<file path="config.mk">
export PLATFORM = sky130hd
export DESIGN_NAME = slot_state_vector_allocator_top_flat
export DESIGN_NICKNAME = d
export VERILOG_FILES = /design/src/ssva_pkg.sv /design/src/ssva_in_if.sv /design/src/ssva_out_if.sv /design/src/ssva_ram.sv /design/src/ssva_tracker.sv /design/src/slot_state_vector_allocator_top.sv /design/src/flat_wrapper.sv
export SDC_FILE = /design/constraint.sdc
export NUM_CORES = 1
export LEC_CHECK = 0
export BUFFER_PORTS_ARGS = -buffer_cell sky130_fd_sc_hd__buf_4
export CORE_MARGIN = 3
export CORE_UTILIZATION = 58
export DETAILED_ROUTE_END_ITERATION = 10
export PLACE_DENSITY = 0.87
export REMOVE_ABC_BUFFERS = 1
export SLEW_MARGIN = 20
export SYNTH_ARGS = -nofsm -noshare
export SYNTH_HDL_FRONTEND = slang
export SYNTH_SLANG_ARGS = --single-unit
export TNS_END_PERCENT = 30
</file>
<file path="constraint.sdc">
create_clock -name clk -period 4.2 [get_ports clk]
set_clock_uncertainty 0.05 [all_clocks]
set_input_delay 0.42 -clock clk [delete_from_list [all_inputs] [get_ports clk]]
set_output_delay 0.42 -clock clk [all_outputs]
set_load 0.02 [all_outputs]
</file>
<file path="src/ssva_pkg.sv">
// ---------------------------------------------------------------------------
// Slot pool allocator package
// Shared constants, codes and types of the slot pool allocator.
// ---------------------------------------------------------------------------
package ssva_pkg;

  localparam int SLOTS   = 16;
  localparam int SLOT_W  = 4;
  localparam int CNT_W   = 5;
  localparam int DATA_W  = 8;
  localparam int ACT_W   = 3;
  localparam int STAT_W  = 2;
  localparam int PADDR_W = 3;
  localparam int PDATA_W = 32;

  localparam logic [CNT_W-1:0] THRESHOLD_RESET = CNT_W'(3);

  // Register index of the configuration port.
  localparam logic [PADDR_W-3:0] REG_WAIT_THRESHOLD = '0;

  typedef enum logic [ACT_W-1:0] {
    ACT_BEGIN_PRODUCE  = 3'd0,
    ACT_FINISH_PRODUCE = 3'd1,
    ACT_BEGIN_CONSUME  = 3'd2,
    ACT_FINISH_CONSUME = 3'd3,
    ACT_QUERY          = 3'd4
  } action_t;

  typedef enum logic [STAT_W-1:0] {
    STAT_OK        = 2'd0,
    STAT_WOULDWAIT = 2'd1,
    STAT_BADSLOT   = 2'd2
  } status_t;

  typedef enum logic {
    ST_IDLE,
    ST_READ
  } fsm_t;

  // Command from the front end to the slot tracker.
  typedef struct packed {
    logic              valid;
    logic [ACT_W-1:0]  action;
    logic [SLOT_W-1:0] slot;
  } trk_cmd_t;

  // Decision of the slot tracker for the current command.
  typedef struct packed {
    status_t           status;
    logic [SLOT_W-1:0] slot_out;
    logic [CNT_W-1:0]  full_count;
    logic [CNT_W-1:0]  free_count;
    logic              produce_ok;
    logic              consume_ok;
  } trk_res_t;

endpackage

</file>
<file path="src/ssva_in_if.sv">
// ---------------------------------------------------------------------------
// Slot pool allocator input channel
// Valid/ready channel carrying one action request.
// ---------------------------------------------------------------------------
interface ssva_in_if;
  logic                         valid;
  logic                         ready;
  logic [ssva_pkg::ACT_W-1:0]   action;
  logic [ssva_pkg::SLOT_W-1:0]  slot;
  logic [ssva_pkg::DATA_W-1:0]  data;

  modport source (output valid, action, slot, data, input ready);
  modport sink (input valid, action, slot, data, output ready);
endinterface

</file>
<file path="src/ssva_out_if.sv">
// ---------------------------------------------------------------------------
// Slot pool allocator output channel
// Valid/ready channel carrying one action result.
// ---------------------------------------------------------------------------
interface ssva_out_if;
  logic                         valid;
  logic                         ready;
  logic [ssva_pkg::STAT_W-1:0]  status;
  logic [ssva_pkg::SLOT_W-1:0]  slot_out;
  logic [ssva_pkg::DATA_W-1:0]  data_out;
  logic [ssva_pkg::CNT_W-1:0]   full_count;
  logic [ssva_pkg::CNT_W-1:0]   free_count;

  modport source (output valid, status, slot_out, data_out, full_count, free_count,
                  input ready);
  modport sink (input valid, status, slot_out, data_out, full_count, free_count,
                output ready);
endinterface

</file>
<file path="src/ssva_ram.sv">
// ---------------------------------------------------------------------------
// Generic RAM
// Single write port, single read port, registered read data.
// ---------------------------------------------------------------------------
module ssva_ram #(
  parameter int WIDTH = 8,
  parameter int DEPTH = 16
) (
  input  logic                     clk,
  input  logic                     we,
  input  logic [$clog2(DEPTH)-1:0] waddr,
  input  logic [WIDTH-1:0]         wdata,
  input  logic [$clog2(DEPTH)-1:0] raddr,
  output logic [WIDTH-1:0]         rdata
);

  logic [WIDTH-1:0] mem [DEPTH];

  always_ff @(posedge clk) begin
    if (we) begin
      mem[waddr] <= wdata;
    end
    rdata <= mem[raddr];
  end

endmodule

</file>
<file path="src/ssva_tracker.sv">
// ---------------------------------------------------------------------------
// Slot state tracker
// Free and full flags per slot, the two slot counters, and the priority
// encoders that pick the lowest free or full slot.
// ---------------------------------------------------------------------------
module ssva_tracker (
  input  logic                        clk,
  input  logic                        rst,
  input  ssva_pkg::trk_cmd_t          cmd,
  input  logic [ssva_pkg::CNT_W-1:0]  threshold,
  output ssva_pkg::trk_res_t          res
);

  // A slot with neither flag set is in use.
  logic [ssva_pkg::SLOTS-1:0]  free_vec, free_vec_next;
  logic [ssva_pkg::SLOTS-1:0]  full_vec, full_vec_next;
  logic [ssva_pkg::CNT_W-1:0]  free_cnt, free_cnt_next;
  logic [ssva_pkg::CNT_W-1:0]  full_cnt, full_cnt_next;

  logic                        free_found, full_found;
  logic [ssva_pkg::SLOT_W-1:0] free_idx, full_idx;
  logic                        slot_busy;

  // Scanning from the top down leaves the lowest matching index.
  always_comb begin
    free_found = 1'b0;
    full_found = 1'b0;
    free_idx   = '0;
    full_idx   = '0;
    for (int i = ssva_pkg::SLOTS - 1; i >= 0; i--) begin
      if (free_vec[i]) begin
        free_found = 1'b1;
        free_idx   = ssva_pkg::SLOT_W'(i);
      end
      if (full_vec[i]) begin
        full_found = 1'b1;
        full_idx   = ssva_pkg::SLOT_W'(i);
      end
    end
  end

  assign slot_busy = (ssva_pkg::CNT_W'(cmd.slot) < ssva_pkg::CNT_W'(ssva_pkg::SLOTS))
                     && !free_vec[cmd.slot] && !full_vec[cmd.slot];

  always_comb begin
    free_vec_next  = free_vec;
    full_vec_next  = full_vec;
    free_cnt_next  = free_cnt;
    full_cnt_next  = full_cnt;
    res.status     = ssva_pkg::STAT_OK;
    res.slot_out   = '0;
    res.produce_ok = 1'b0;
    res.consume_ok = 1'b0;
    case (cmd.action)
      ssva_pkg::ACT_BEGIN_PRODUCE: begin
        if (free_found) begin
          free_vec_next[free_idx] = 1'b0;
          free_cnt_next           = free_cnt - 1'b1;
          res.slot_out            = free_idx;
        end else begin
          res.status = ssva_pkg::STAT_WOULDWAIT;
        end
      end
      ssva_pkg::ACT_FINISH_PRODUCE: begin
        res.slot_out = cmd.slot;
        if (slot_busy) begin
          full_vec_next[cmd.slot] = 1'b1;
          full_cnt_next           = full_cnt + 1'b1;
          res.produce_ok          = 1'b1;
        end else begin
          res.status = ssva_pkg::STAT_BADSLOT;
        end
      end
      ssva_pkg::ACT_BEGIN_CONSUME: begin
        if (full_found) begin
          full_vec_next[full_idx] = 1'b0;
          full_cnt_next           = full_cnt - 1'b1;
          res.slot_out            = full_idx;
        end else begin
          res.status = ssva_pkg::STAT_WOULDWAIT;
        end
      end
      ssva_pkg::ACT_FINISH_CONSUME: begin
        res.slot_out = cmd.slot;
        if (slot_busy) begin
          free_vec_next[cmd.slot] = 1'b1;
          free_cnt_next           = free_cnt + 1'b1;
          res.consume_ok          = 1'b1;
        end else begin
          res.status = ssva_pkg::STAT_BADSLOT;
        end
      end
      ssva_pkg::ACT_QUERY: begin
        res.status = (full_cnt < threshold) ? ssva_pkg::STAT_WOULDWAIT
                                            : ssva_pkg::STAT_OK;
      end
      default: begin
        res.status = ssva_pkg::STAT_OK;
      end
    endcase
    res.full_count = full_cnt_next;
    res.free_count = free_cnt_next;
  end

  always_ff @(posedge clk) begin
    if (rst) begin
      free_vec <= '1;
      full_vec <= '0;
      free_cnt <= ssva_pkg::CNT_W'(ssva_pkg::SLOTS);
      full_cnt <= '0;
    end else if (cmd.valid) begin
      free_vec <= free_vec_next;
      full_vec <= full_vec_next;
      free_cnt <= free_cnt_next;
      full_cnt <= full_cnt_next;
    end
  end

endmodule

</file>
<file path="src/slot_state_vector_allocator_top.sv">
// ---------------------------------------------------------------------------
// Slot pool allocator, top level
// Producer/consumer byte slot pool with begin/finish actions and a query.
// ---------------------------------------------------------------------------
// Every action gives one result. Begin produce, finish produce, begin
// consume, query and rejected finish actions show their result in the
// cycle after acceptance; a successful finish consume first passes the
// registered RAM read and the read state to fetch the slot byte. A new
// transaction is accepted once the output register is empty or being
// emptied in the same cycle, so the block sustains one action per cycle
// while the output side is ready, but takes none in the read state.
// Slot flags and counters live in flip-flops and are ready right after
// reset; slot bytes are undefined until a finish produce writes them.
module slot_state_vector_allocator_top (
  input  logic                          clk,
  input  logic                          rst,
  ssva_in_if.sink                       in_ch,
  ssva_out_if.source                    out_ch,
  input  logic                          psel,
  input  logic                          penable,
  input  logic                          pwrite,
  input  logic [ssva_pkg::PADDR_W-1:0]  paddr,
  input  logic [ssva_pkg::PDATA_W-1:0]  pwdata,
  output logic [ssva_pkg::PDATA_W-1:0]  prdata,
  output logic                          pready
);

  ssva_pkg::fsm_t                state, state_next;
  logic [ssva_pkg::CNT_W-1:0]    wait_threshold;
  logic                          in_take;
  logic                          reg_sel;
  ssva_pkg::trk_cmd_t            cmd;
  ssva_pkg::trk_res_t            res;
  logic [ssva_pkg::DATA_W-1:0]   ram_rdata;

  logic                          out_valid;
  logic [ssva_pkg::STAT_W-1:0]   out_status;
  logic [ssva_pkg::SLOT_W-1:0]   out_slot;
  logic [ssva_pkg::DATA_W-1:0]   out_data;
  logic [ssva_pkg::CNT_W-1:0]    out_full;
  logic [ssva_pkg::CNT_W-1:0]    out_free;

  // Configuration port.
  assign pready  = 1'b1;
  assign reg_sel = (paddr[ssva_pkg::PADDR_W-1:2] == ssva_pkg::REG_WAIT_THRESHOLD);
  assign prdata  = reg_sel ? ssva_pkg::PDATA_W'(wait_threshold) : '0;

  always_ff @(posedge clk) begin
    if (rst) begin
      wait_threshold <= ssva_pkg::THRESHOLD_RESET;
    end else if (psel && penable && pwrite && pready && reg_sel) begin
      wait_threshold <= pwdata[ssva_pkg::CNT_W-1:0];
    end
  end

  // Sequencer.
  always_comb begin
    state_next = state;
    case (state)
      ssva_pkg::ST_IDLE: begin
        if (in_take && res.consume_ok) begin
          state_next = ssva_pkg::ST_READ;
        end
      end
      ssva_pkg::ST_READ: begin
        state_next = ssva_pkg::ST_IDLE;
      end
      default: begin
        state_next = ssva_pkg::ST_IDLE;
      end
    endcase
  end

  always_comb begin
    case (state)
      ssva_pkg::ST_IDLE: in_ch.ready = !out_valid || out_ch.ready;
      default:           in_ch.ready = 1'b0;
    endcase
  end

  always_ff @(posedge clk) begin
    if (rst) begin
      state <= ssva_pkg::ST_IDLE;
    end else begin
      state <= state_next;
    end
  end

  assign in_take    = in_ch.valid && in_ch.ready;
  assign cmd.valid  = in_take;
  assign cmd.action = in_ch.action;
  assign cmd.slot   = in_ch.slot;

  ssva_tracker u_tracker (
    .clk       (clk),
    .rst       (rst),
    .cmd       (cmd),
    .threshold (wait_threshold),
    .res       (res)
  );

  ssva_ram #(
    .WIDTH (ssva_pkg::DATA_W),
    .DEPTH (ssva_pkg::SLOTS)
  ) u_data_ram (
    .clk   (clk),
    .we    (in_take && res.produce_ok),
    .waddr (in_ch.slot),
    .wdata (in_ch.data),
    .raddr (in_ch.slot),
    .rdata (ram_rdata)
  );

  // Output register. A successful finish consume waits in the read state for
  // the registered RAM byte before the result is shown.
  always_ff @(posedge clk) begin
    if (rst) begin
      out_valid <= 1'b0;
    end else if (in_take) begin
      out_valid <= !res.consume_ok;
    end else if (state == ssva_pkg::ST_READ) begin
      out_valid <= 1'b1;
    end else if (out_ch.ready) begin
      out_valid <= 1'b0;
    end
  end

  always_ff @(posedge clk) begin
    if (in_take) begin
      out_status <= res.status;
      out_slot   <= res.slot_out;
      out_data   <= '0;
      out_full   <= res.full_count;
      out_free   <= res.free_count;
    end else if (state == ssva_pkg::ST_READ) begin
      out_data   <= ram_rdata;
    end
  end

  assign out_ch.valid      = out_valid;
  assign out_ch.status     = out_status;
  assign out_ch.slot_out   = out_slot;
  assign out_ch.data_out   = out_data;
  assign out_ch.full_count = out_full;
  assign out_ch.free_count = out_free;

endmodule

</file>
<file path="src/flat_wrapper.sv">
// flat-port wrapper written by rule: the top's interface ports become plain ports
module slot_state_vector_allocator_top_flat 
  (clk, rst, psel, penable, pwrite, paddr, pwdata, prdata, pready, in_ch_valid, in_ch_action, in_ch_slot, in_ch_data, in_ch_ready, out_ch_valid, out_ch_status, out_ch_slot_out, out_ch_data_out, out_ch_full_count, out_ch_free_count, out_ch_ready);
  ssva_in_if in_ch_i ();
  ssva_out_if out_ch_i ();
  input  logic clk;
  input  logic rst;
  input  logic psel;
  input  logic penable;
  input  logic pwrite;
  input  logic [ssva_pkg::PADDR_W-1:0] paddr;
  input  logic [ssva_pkg::PDATA_W-1:0] pwdata;
  output logic [ssva_pkg::PDATA_W-1:0] prdata;
  output logic pready;
  input wire logic [$bits(in_ch_i.valid)-1:0] in_ch_valid;
  input wire logic [$bits(in_ch_i.action)-1:0] in_ch_action;
  input wire logic [$bits(in_ch_i.slot)-1:0] in_ch_slot;
  input wire logic [$bits(in_ch_i.data)-1:0] in_ch_data;
  output wire logic [$bits(in_ch_i.ready)-1:0] in_ch_ready;
  output wire logic [$bits(out_ch_i.valid)-1:0] out_ch_valid;
  output wire logic [$bits(out_ch_i.status)-1:0] out_ch_status;
  output wire logic [$bits(out_ch_i.slot_out)-1:0] out_ch_slot_out;
  output wire logic [$bits(out_ch_i.data_out)-1:0] out_ch_data_out;
  output wire logic [$bits(out_ch_i.full_count)-1:0] out_ch_full_count;
  output wire logic [$bits(out_ch_i.free_count)-1:0] out_ch_free_count;
  input wire logic [$bits(out_ch_i.ready)-1:0] out_ch_ready;
  assign in_ch_i.valid = in_ch_valid;
  assign in_ch_i.action = in_ch_action;
  assign in_ch_i.slot = in_ch_slot;
  assign in_ch_i.data = in_ch_data;
  assign in_ch_ready = in_ch_i.ready;
  assign out_ch_valid = out_ch_i.valid;
  assign out_ch_status = out_ch_i.status;
  assign out_ch_slot_out = out_ch_i.slot_out;
  assign out_ch_data_out = out_ch_i.data_out;
  assign out_ch_full_count = out_ch_i.full_count;
  assign out_ch_free_count = out_ch_i.free_count;
  assign out_ch_i.ready = out_ch_ready;
  slot_state_vector_allocator_top u_core (.clk(clk), .rst(rst), .in_ch(in_ch_i), .out_ch(out_ch_i), .psel(psel), .penable(penable), .pwrite(pwrite), .paddr(paddr), .pwdata(pwdata), .prdata(prdata), .pready(pready));
endmodule
</file>
==> impl_metrics.ini <==
[status]
status = finished, final reports clean

[grt]
grt_pass1_vias = 6583
antenna_found_initial = 0
overflow = 0
track_usage_pct = 26.5
grt_pass1_wl_mm = 37.6
grt_max_degree = 59

[final_layout]
finalInstanceArea_um2 = 10700
drive_above_1_share_pct = 20.1
area_growth_pct = 12.3
antenna_cells = 0
finalNetCount = 872

[clocking]
ctsResizeCount = 0
hold_buffers = 0
clk_pin_slew_ps = 60
clock_sinks = 209
cts-root-buf = clkbuf_16
htreeDepth = 1
cts.path.max_buffers = 3
clock_latency_ps = 500
cts_made_buffers = 21
cts_tree = yes
post_cts_buffers = 0

[flow_run]
drv_cap = 0

[setup_path]
slowest_delay_ps = 660
start_kind = register
crit_path_end_kind = register
crit_chain = a21oi_1 -> nand2_1 -> inv_2 -> nand2_1 -> nor2_1
crit_top_cell = nand2_1
crit_arrival_ps = 3190
setup.worst_path.class = register to register
crit_buf_inv = 1
crit_fanout = 31
critPathTopFamily = simple AND/OR/NAND/NOR gates
crit_cells = 5
required_ps = 4270
r2r_cells = 5
cp_slowest_cell = nor2_1

[yosys]
yosys_most_used_dff = edfxtp_1
postSynthAreaPerCell_um2 = 12.7
ys_warn_count = 0
yosysTopAreaCell = edfxtp_1
synthArstFlopShare_pct = 0
synthTopCellsByArea = edfxtp_1 (45%), dfxtp_1 (14%), mux4_2 (9.4%)
syn-cell-area_um2 = 9570
seq_area_frac_synth_pct = 58.8
synth_top_area_share_pct = 45.2
synthCells = 752
synth_edf_count = 144
synth_seq_cells = 209
synth_cell_types = 76

[route]
wl_met1_mm = 8.91
wire_per_inst_um = 23.1
drtIter0Drc = 1172
wl_met3_mm = 2.59
firstDrtPassIters = 7
num_vias = 6915
wl_met2_mm = 11.4
via_per_inst = 6.66
drcViolationCount = 0
top_layer_used = met4
wirelength_mm = 24.0
antenna_left = 0

[timing]
post-route-min-period_ps = 3110
hold_violations = 0
fin_setup_tns_ps = 0
tightest_slew_ps = 973
rsz0062_at_grt = false
fin_crit_sh_pct = 74.1
finalSetupViolations = 0
max-slew-margin-rel_pct = 34.6
hold_ws_ps = 84.0
report.final.slew_viol_count = 0
fmax_mhz = 321

[power]
p_leak_nw = 3.74
ir_drop_mv = 0.220
cellPowerDensity_nw_per_um2 = 407

[min_path]
min_path_cells = 3
min_path_type = primary input to register

[place]
port_buffers = 58
postPlaceCellArea_um2 = 10100
place_congestion = 0.973
hpwlAfterDp_mm = 15.9

[floorplanning]
fp.dieW_um = 134
top_level_ports = 116
initial_utilization_pct = 59.8
die_y_um = 134
rows = 46
dieArea_um2 = 18100
coreArea_um2 = 16000
## sequential cells by signal, summed over array words and instances, names as in the netlist
name,flops
u_core.out_ch.data_out,8
u_core.u_data_ram.rdata,8
u_core.u_tracker.free_cnt,5
u_core.u_tracker.full_cnt,5
u_core.u_tracker.full_vec,16
u_core.out_ch.slot_out,4
u_core.u_data_ram.mem,128
u_core.out_ch.full_count,5
u_core.out_ch.free_count,5
u_core.out_ch.status,2
u_core.u_tracker.free_vec,16
u_core.state,1
u_core.out_ch.valid,1
u_core.wait_threshold,5
## synth_stat cells (19+ instances only)
cell        n
nand3_1    22
nor4_1     20
a31oi_1    24
o21ai_0    19
nand2_1    26
edfxtp_1  144
clkbuf_1   29
mux4_2     40
nor2_1     77
buf_4      30
inv_1      21
dfxtp_1    65
nor3_1     34
## worst min-delay path, cell delays in order
cell	delay, ps
buf_4	70
mux2i_1	50
nand2_1	60
## cell type report
class,count,area (um^2)
clock buffer,26,544
clock inverter,12,110
fill,1071,5250
inverter,21,78.8
multi-input combinational,478,3550
sequential,209,5630
tap,216,270
timing repair buffer,76,571
## metrics by stage
step / setup slack, ps / total power [mW] / std cells / utilization [%]
floorplan: 217 / 2.45 / 708 / -
global placement: 810 / 2.59 / 1000 / 63.1
detailed placement: 666 / 2.60 / 1000 / 63.1
CTS: 1090 / 4.37 / 1038 / 67.2
global route: 780 / 4.48 / 1038 / 67.2
finish: 1090 / 4.37 / 1038 / 67.2
## cells in the final DEF (no fill, tap or decap), types with 5 or more instances in the layout
cell type	instances
conb_1	28
a311oi_1	6
o31ai_1	5
nor3_1	34
edfxtp_1	144
xnor2_1	8
nor4_1	20
a22oi_1	11
clkinv_2	6
clkbuf_16	21
dfxtp_1	65
nor3b_1	5
buf_4	76
o21ai_0	19
a21oi_1	18
nor2_1	77
and3_1	8
nor2b_1	9
a31oi_1	24
inv_1	20
nand3_1	22
ha_1	8
mux4_2	40
clkbuf_1	5
nand2_1	26
nand2b_1	9
and2_1	5
mux2i_1	12
a211oi_1	11
## worst paths after layout
kind / endpoint / from / slack, ps
hold / removal: u_core.wait_threshold[0]$_SDFFE_PP1P_ / pwdata[0] / 80
setup / recovery: u_core.u_data_ram.mem[11][2]$_DFFE_PP_ / u_core.state$_SDFF_PP0_ / 1090
hold reg to reg: u_core.out_ch.data_out[7]$_SDFFE_PP0P_ / u_core.u_data_ram.rdata[7]$_DFF_P_ / 420
setup reg to reg: u_core.u_data_ram.mem[11][2]$_DFFE_PP_ / u_core.state$_SDFF_PP0_ / 1090
## cells by family (layout without fill, tap and decap cells)
logic type | count (synthesis) | count (layout) | synth area share (%)
adder cells (fa/ha/maj) | 8 | 8 | 1.05
AO/OA/AOI/OAI | 138 | 138 | 10.1
multiplexers | 54 | 54 | 10.9
other | 2 | 28 | 0.0785
AND/OR/NAND/NOR | 242 | 242 | 13.0
XOR/XNOR | 8 | 8 | 0.732
flip-flops | 209 | 209 | 58.8
buffers and inverters | 91 | 135 | 5.33
## power breakdown
group / total, mW / internal (mW) / switching (mW)
Clock: 1.81 / 1.05 / 0.762
Combinational: 0.325 / 0.114 / 0.211
Sequential: 2.24 / 2.23 / 0.0145
Total: 4.37 / 3.39 / 0.988
## routing by layer
layer / GRT usage [%] / vias up
met4: 10.4 / 0
met5: 0 / -
met1: 36.2 / 3284
met2: 42.7 / 531
li1: - / 2978
met3: 5.14 / 122
Power figures use the tool's default switching activity.
